--- src/design/slb_pkg.sv ---
// ----------------------------------------------------------------------------
// slb_pkg
// Types, widths and codes shared by the scale lookup table builder.
// ----------------------------------------------------------------------------
`default_nettype none

package slb_pkg;

	localparam int MAX_SIZE   = 4096;
	localparam int FRAC_BITS  = 16;
	localparam int SIZE_W     = 13;
	localparam int DIVIDEND_W = SIZE_W + FRAC_BITS;
	localparam int STEP_W     = DIVIDEND_W;
	localparam int ACC_W      = DIVIDEND_W + 1;
	localparam int INT_W      = ACC_W - FRAC_BITS;
	localparam int DIV_CNT_W  = $clog2(DIVIDEND_W + 1);

	typedef enum logic {
		CMD_BEGIN   = 1'b0,
		CMD_ADVANCE = 1'b1
	} cmd_t;

	typedef enum logic {
		TBL_FIRST = 1'b0,
		TBL_LAST  = 1'b1
	} tbl_sel_t;

	typedef enum logic [1:0] {
		ST_IDLE,
		ST_DIV,
		ST_EMIT
	} state_t;

	typedef enum logic [2:0] {
		SLOT_BEGIN,
		SLOT_RUN_FIRST,
		SLOT_RUN_LAST,
		SLOT_CLOSE_LAST,
		SLOT_CLOSE_FIRST,
		SLOT_CLOSE_DONE
	} slot_t;

	typedef struct packed {
		logic              cmd;
		logic [SIZE_W-1:0] virtual_size;
		logic [SIZE_W-1:0] real_size;
	} in_item_t;

	typedef struct packed {
		logic              table_select;
		logic [SIZE_W-1:0] entry_index;
		logic [SIZE_W-1:0] entry_value;
		logic              axis_done;
		logic              last_of_run;
	} out_item_t;

	// zero raised to one, above MAX_SIZE lowered to MAX_SIZE
	function automatic logic [SIZE_W-1:0] clamp_size(input logic [SIZE_W-1:0] s);
		logic [SIZE_W-1:0] r;
		r = s;
		if (s == '0)
			r = SIZE_W'(1);
		else if (s > SIZE_W'(MAX_SIZE))
			r = SIZE_W'(MAX_SIZE);
		return r;
	endfunction

endpackage

`default_nettype wire

--- src/design/scale_lookup_table_builder.sv ---
// Begin: accept, then divide (one quotient bit per cycle
//   through a shared subtract/compare unit), then its single result.
// Advance: 0, 2, 3 or 5 results, one per cycle unless stalled, via the output register.
// Throughput: one item at a time; in_ready only while the sequencer is idle.
// Reset: arst_n clears the sequencer, output valid and axis state; no axis is active.
// ----------------------------------------------------------------------------
// scale_lookup_table_builder
// Builds one axis of a nearest-neighbor virtual-to-real scale table as a
// stream of first/last table writes, using a serial 13.16 step divider.
// ----------------------------------------------------------------------------
`default_nettype none

module scale_lookup_table_builder (
	input  wire logic              clk,
	input  wire logic              arst_n,
	input  wire logic              in_valid,
	output logic                   in_ready,
	input  wire slb_pkg::in_item_t in_data,
	output logic                   out_valid,
	input  wire logic              out_ready,
	output slb_pkg::out_item_t     out_data
);
	import slb_pkg::*;

	state_t                state_q, state_d;
	slot_t                 slot_q, slot_d;
	logic                  out_valid_q;
	out_item_t             out_q, out_d;
	logic                  load_out;
	logic                  in_acc;
	logic                  slot_final;

	logic [STEP_W-1:0]     step_q;
	logic [ACC_W-1:0]      acc_q;
	logic [ACC_W-1:0]      prev_acc_q;
	logic [SIZE_W-1:0]     pix_cnt_q;
	logic [SIZE_W-1:0]     held_virtual_q;
	logic [SIZE_W-1:0]     held_real_q;
	logic                  active_q;

	logic                  close_q;
	logic [INT_W-1:0]      run_first_idx_q, run_last_idx_q;
	logic [SIZE_W-1:0]     run_val_q;

	logic [DIVIDEND_W-1:0] div_q;
	logic [SIZE_W-1:0]     rem_q;
	logic [DIV_CNT_W-1:0]  div_cnt_q;
	logic [SIZE_W:0]       trial;
	logic [SIZE_W:0]       diff;
	logic                  ge;
	logic                  div_last;

	logic [INT_W-1:0]      acc_int, prev_int;
	logic                  run_now, close_now;
	logic [SIZE_W:0]       pix_next;

	assign in_ready  = (state_q == ST_IDLE);
	assign in_acc    = in_valid && in_ready;
	assign out_valid = out_valid_q;
	assign out_data  = out_q;

	// shared restoring divider step
	assign trial    = {rem_q, div_q[DIVIDEND_W-1]};
	assign diff     = trial - {1'b0, held_real_q};
	assign ge       = (trial >= {1'b0, held_real_q});
	assign div_last = (div_cnt_q == DIV_CNT_W'(DIVIDEND_W - 1));

	assign acc_int   = acc_q[ACC_W-1:FRAC_BITS];
	assign prev_int  = prev_acc_q[ACC_W-1:FRAC_BITS];
	assign run_now   = (acc_int > prev_int);
	assign pix_next  = {1'b0, pix_cnt_q} + (SIZE_W+1)'(1);
	assign close_now = (pix_next >= {1'b0, held_real_q});

	always_comb begin
		out_d      = '0;
		slot_final = 1'b0;
		slot_d     = slot_q;
		unique case (slot_q)
			SLOT_BEGIN: begin
				out_d.table_select = TBL_FIRST;
				out_d.last_of_run  = 1'b1;
				slot_final         = 1'b1;
			end
			SLOT_RUN_FIRST: begin
				out_d.table_select = TBL_FIRST;
				out_d.entry_index  = run_first_idx_q[SIZE_W-1:0];
				out_d.entry_value  = run_val_q;
				slot_d             = SLOT_RUN_LAST;
			end
			SLOT_RUN_LAST: begin
				out_d.table_select = TBL_LAST;
				out_d.entry_index  = run_last_idx_q[SIZE_W-1:0];
				out_d.entry_value  = run_val_q - SIZE_W'(1);
				out_d.last_of_run  = !close_q;
				slot_final         = !close_q;
				slot_d             = SLOT_CLOSE_LAST;
			end
			SLOT_CLOSE_LAST: begin
				out_d.table_select = TBL_LAST;
				out_d.entry_index  = held_virtual_q - SIZE_W'(1);
				out_d.entry_value  = held_real_q - SIZE_W'(1);
				slot_d             = SLOT_CLOSE_FIRST;
			end
			SLOT_CLOSE_FIRST: begin
				out_d.table_select = TBL_FIRST;
				out_d.entry_index  = held_virtual_q;
				out_d.entry_value  = held_real_q;
				slot_d             = SLOT_CLOSE_DONE;
			end
			SLOT_CLOSE_DONE: begin
				out_d.table_select = TBL_LAST;
				out_d.entry_index  = held_virtual_q;
				out_d.entry_value  = held_real_q;
				out_d.axis_done    = 1'b1;
				out_d.last_of_run  = 1'b1;
				slot_final         = 1'b1;
			end
			default: begin
				slot_final = 1'b1;
			end
		endcase
	end

	always_comb begin
		state_d  = state_q;
		load_out = 1'b0;
		unique case (state_q)
			ST_IDLE: begin
				if (in_acc) begin
					if (in_data.cmd == CMD_BEGIN)
						state_d = ST_DIV;
					else if (active_q && (run_now || close_now))
						state_d = ST_EMIT;
				end
			end
			ST_DIV: begin
				if (div_last)
					state_d = ST_EMIT;
			end
			ST_EMIT: begin
				if (!out_valid_q || out_ready) begin
					load_out = 1'b1;
					if (slot_final)
						state_d = ST_IDLE;
				end
			end
			default: begin
				state_d = ST_IDLE;
			end
		endcase
	end

	always_ff @(posedge clk or negedge arst_n) begin
		if (!arst_n) begin
			state_q <= ST_IDLE;
		end else begin
			state_q <= state_d;
		end
	end

	always_ff @(posedge clk or negedge arst_n) begin
		if (!arst_n) begin
			out_valid_q <= 1'b0;
		end else if (load_out) begin
			out_valid_q <= 1'b1;
		end else if (out_ready) begin
			out_valid_q <= 1'b0;
		end
	end

	always_ff @(posedge clk) begin
		if (load_out)
			out_q <= out_d;
	end

	always_ff @(posedge clk or negedge arst_n) begin
		if (!arst_n) begin
			slot_q          <= SLOT_BEGIN;
			close_q         <= 1'b0;
			run_first_idx_q <= '0;
			run_last_idx_q  <= '0;
			run_val_q       <= '0;
			step_q          <= '0;
			acc_q           <= '0;
			prev_acc_q      <= '0;
			pix_cnt_q       <= '0;
			held_virtual_q  <= '0;
			held_real_q     <= '0;
			active_q        <= 1'b0;
			div_q           <= '0;
			rem_q           <= '0;
			div_cnt_q       <= '0;
		end else begin
			unique case (state_q)
				ST_IDLE: begin
					if (in_acc && in_data.cmd == CMD_BEGIN) begin
						held_virtual_q <= clamp_size(in_data.virtual_size);
						held_real_q    <= clamp_size(in_data.real_size);
						div_q          <= {clamp_size(in_data.virtual_size), FRAC_BITS'(0)};
						rem_q          <= '0;
						div_cnt_q      <= '0;
						active_q       <= 1'b0;
					end else if (in_acc && active_q) begin
						close_q         <= close_now;
						run_first_idx_q <= acc_int;
						run_last_idx_q  <= prev_int;
						run_val_q       <= pix_cnt_q;
						if (run_now)
							prev_acc_q <= acc_q;
						acc_q     <= acc_q + ACC_W'(step_q);
						pix_cnt_q <= pix_next[SIZE_W-1:0];
						if (close_now)
							active_q <= 1'b0;
						slot_q <= run_now ? SLOT_RUN_FIRST : SLOT_CLOSE_LAST;
					end
				end
				ST_DIV: begin
					div_q     <= {div_q[DIVIDEND_W-2:0], ge};
					rem_q     <= ge ? diff[SIZE_W-1:0] : trial[SIZE_W-1:0];
					div_cnt_q <= div_cnt_q + DIV_CNT_W'(1);
					if (div_last) begin
						step_q     <= {div_q[DIVIDEND_W-2:0], ge} + STEP_W'(1);
						acc_q      <= '0;
						prev_acc_q <= '0;
						pix_cnt_q  <= '0;
						active_q   <= 1'b1;
						slot_q     <= SLOT_BEGIN;
					end
				end
				ST_EMIT: begin
					if (load_out && !slot_final)
						slot_q <= slot_d;
				end
				default: begin
				end
			endcase
		end
	end

`ifndef SYNTHESIS
	a_begin_starts_div: assert property (@(posedge clk) disable iff (!arst_n)
		(in_valid && in_ready && in_data.cmd == CMD_BEGIN)
		|=> (state_q == ST_DIV && div_cnt_q == '0))
		else $error("begin did not start the divider");

	a_done_is_last: assert property (@(posedge clk) disable iff (!arst_n)
		(out_valid && out_data.axis_done)
		|-> (out_data.last_of_run && out_data.table_select == TBL_LAST))
		else $error("axis close not on last transaction");

	a_pix_in_range: assert property (@(posedge clk) disable iff (!arst_n)
		active_q |-> (pix_cnt_q < held_real_q))
		else $error("pixel counter passed real size");

	a_prev_le_acc: assert property (@(posedge clk) disable iff (!arst_n)
		active_q |-> (prev_acc_q <= acc_q && step_q != '0))
		else $error("accumulator order or step broken");
`endif

endmodule

`default_nettype wire
--- config.mk ---
export PLATFORM = sky130hd
export DESIGN_NAME = scale_lookup_table_builder
export DESIGN_NICKNAME = d
export VERILOG_FILES = /design/src/design/slb_pkg.sv /design/src/design/scale_lookup_table_builder.sv
export SDC_FILE = /design/constraint.sdc
export NUM_CORES = 1
export LEC_CHECK = 0
export ABC_AREA = 1
export BUFFER_PORTS_ARGS = -buffer_cell sky130_fd_sc_hd__buf_2
export CORE_MARGIN = 1.5
export CORE_UTILIZATION = 60
export CTS_CLUSTER_SIZE = 16
export DETAILED_ROUTE_END_ITERATION = 6
export PLACE_DENSITY = 0.78
export SLEW_MARGIN = 0
export SYNTH_ARGS = -nofsm -noshare
export SYNTH_HDL_FRONTEND = slang
export SYNTH_SLANG_ARGS = --single-unit
--- constraint.sdc ---
create_clock -name clk -period 5 [get_ports clk]
set_input_delay 1 -clock clk [delete_from_list [all_inputs] [get_ports clk]]
set_output_delay 1 -clock clk [all_outputs]
set_load 0.02 [all_outputs]
==> metrics.txt <==
Clk pwr share 25.1%; Sum Neg Setup Slack 0 ns; post-synth top area share 36.0%; gr usage total 31.3%; outcome finished, final reports clean; Pleak 7.64 nW; initial antenna violation count 0; CTS H-tree lvls 1; sw power 0.00352 W; WP data arrival ~3.8 ns; min Tclk post-route 3.34 ns; fillers 1934; ranking of synthesized cells by area dfrtp_1 36%, nand2_1 14%, ha_1 6.9%; die width 158 µm; DR iter-0 viols 1205; Syn Nets 1965; critical path startpoint category flop; io pins 62; #FFs+latches synth 235; register area share after synthesis a little over two fifths; cell mode on critical path inv_1; buffers added on ports slightly above 60; Pins Over Slew Limit 0; number of distinct library cells after synthesis 58; Slew Limit Headroom between 30% and 40%; WHS 0.473 ns; post-DR vias/cell 5.77; largest net degree at the start of global routing 112; Post-Syn Instances 1853; clock skew between 0.015 and 0.02 ns; PwrDens approximately 530 nW/µm²; syn avg cell area 7.73 µm²; Internal 0.00483 W; Final Wtd Congestion approximately 1; core area 23500 µm²; CTS resizes 0; starting density of the core 61.0%; cell taking the most area after synthesis dfrtp_1; Nets 2011; fin cells 2239; combinational power share 41.0%; crit-path max FO 29; Cell Chain, Critical Path inv_1 -> ha_1 -> inv_2 -> nor3_4 -> buf_4 -> a21oi_4 -> nand2_1 -> inv_1 -> a32o_1; RSZ-0062 raised after global routing false; count of final setup violators 0; Max Buffers Root-to-Sink 3; path type of the worst setup path flop to flop; CTS root buffer clkbuf_16; DR pass1 iterations 5; GRT overflow 0; post-cts hold buffer count 0; Reg area 6030 µm²; Synth async-reset ratio between 80% and 90%; Critical-path top delay cell nand2_1; Post-synth EDFFs 29; drt total wl 37500 µm; CTS Buf Count 27; Multi-input gate area 7290 µm²; type of the worst min-delay path flop to flop; VDD IR-drop max 0.311 mV; Tightest Pin Transition 0.923 ns; share of cells above drive strength 1 9.11%; first-pass GRT wire length 61200 µm; CTS tree done; Placed Instances 2189; CP required 5.44 ns; # rows 56; CTS clock-pin slew for the worst setup and hold paths about 0.06 ns; Avg WL per Cell 16.7 µm; Switching Fraction 42.1%; CP peak stage delay 0.65 ns; Num Clock Sinks 235; Fmax achieved 0.299 GHz; via count 12900; Fin. Hold Viols 0; CP delay by family, top buffers and inverters; Ys Warns 0; CP endpoint kind flop; Residual DRC 0; Area growth, synth to finish 10.4%; Worst Path Buf+Inv 4; vias in the first global route 11900; Clk Latency, worst-skew pair 0.56 ns; Post-CTS Setup Bufs 0; max_cap viols 0; ANT nets after route 0; Die H 158 µm; Post-Syn Area between 10000 and 15000 µm²; Final period util 66.8%; register share of total power 34.0%; die area 24800 µm²; Main synth FF type dfrtp_1; antenna cell count 0; dpl hpwl 27600 µm
==> kinds of logic after synthesis <==
family / count (synthesis) / synth area share [%]
AOI/OAI and AO/OA: 353 / 14.4
xor gates and xnor gates: 47 / 2.87
DFF: 235 / 42.1
adders and majority gates: 81 / 7.18
buffers and inverters: 249 / 7.06
and+or+nand+nor: 888 / 26.5
==> synth_stat cells (21+ instances only) <==
cell type,number
nand2_1,552
dfrtp_1,206
inv_1,185
o21ai_0,154
nor2_1,126
nand3_1,106
a21oi_1,84
ha_1,79
xor2_1,37
edfxtp_1,29
nand4_1,29
clkbuf_1,26
nor3_1,25
o22ai_1,21
==> registers in the layout, indices dropped and copies added, names as in the netlist <==
| name | count |
|---|---|
| run_val_q | 13 |
| run_last_idx_q | 13 |
| pix_cnt_q | 13 |
| rem_q | 13 |
| held_real_q | 13 |
| acc_q | 30 |
| prev_acc_q | 14 |
| state_q | 2 |
| active_q | 1 |
| out_valid | 1 |
| div_q | 29 |
| step_q | 29 |
| div_cnt_q | 5 |
| close_q | 1 |
| slot_q | 3 |
| out_data | 29 |
| run_first_idx_q | 13 |
| held_virtual_q | 13 |
==> power groups by stage <==
stage          Combinational, W  Sequential [W]  Clock [W]
2_1_floorplan           0.00252         0.00287          0
3_3_place_gp            0.00329         0.00284          0
3_5_place_dp            0.00337         0.00285          0
4_1_cts                 0.00340         0.00282    0.00212
5_1_grt                 0.00388         0.00290    0.00220
6_report                0.00342         0.00284    0.00209
==> routing by layer <==
metal  global-route usage (%)  up-vias  part of all wire (%)
li1                         -     6264                     -
met1                     45.1     6087                    45
met2                     49.3      494                    45
met3                     4.35       76                   7.4
met4                     8.67        0                   2.7
met5                        0        -                     0
==> stage by stage <==
step	total power, W	instance area (µm²)	setup WS, ns	utilization, %
5_1_grt	0.00897	15800	1.44	67.4
6_report	0.00835	15800	1.66	67.4
3_3_place_gp	0.00613	14900	1.60	63.3
3_5_place_dp	0.00622	14900	1.56	63.3
2_1_floorplan	0.00539	14300	1.94	-
4_1_cts	0.00834	15800	1.73	67.4
==> worst paths after layout <==
path	to	cells after the start	start	slack (ns)
max	acc_q[5]	9	state_q[0]	1.66
min	run_first_idx_q[9]	2	run_first_idx_q[9]	0.47
max reg2reg	acc_q[5]	9	state_q[0]	1.66
min reg2reg	run_first_idx_q[9]	2	run_first_idx_q[9]	0.47
max in group asynchronous	run_last_idx_q[9]	2	arst_n	3.37
min in group asynchronous	rem_q[8]	1	arst_n	0.54
==> placed cells by master, fill, tap and decap left out, types with 5 or more instances in the layout <==
cell type  instances
buf_4              7
nand2_2            7
or2_2              6
o21ai_0          154
inv_1            185
a22oi_1           17
o22ai_1           21
ha_1              79
o21a_1             6
nand3b_1           5
nand3_1          106
a21oi_1           84
buf_2             60
nor3_1            25
clkbuf_16         29
nand4_1           29
nor4_1             8
nand2_1          552
a31oi_1            8
o21ai_2            6
clkinv_2           5
inv_2              9
o2111ai_1          5
dfrtp_1          206
xnor2_1           10
nor2_1           124
o221ai_1          11
xor2_1            37
nor2_2            12
o211ai_1           6
o21ai_1           15
clkbuf_8           8
edfxtp_1          29
==> layout make-up <==
| type | count | area share (%) |
|---|---|---|
| multi-input cells | 1369 | 46.1 |
| flip-flops and latches | 235 | 38.1 |
| clock buffers | 38 | 5.25 |
| inverters | 197 | 4.71 |
| well taps | 319 | 2.52 |
| repair buffers | 69 | 2.44 |
| clock inverters | 12 | 0.847 |
==> tightest hold or removal path: cells and delay by family (launching register included) <==
kind             cells  cell delay (ns)
DFF                  1             0.34
and+or+nand+nor      2             0.10
(Power assumes the default switching activity.)
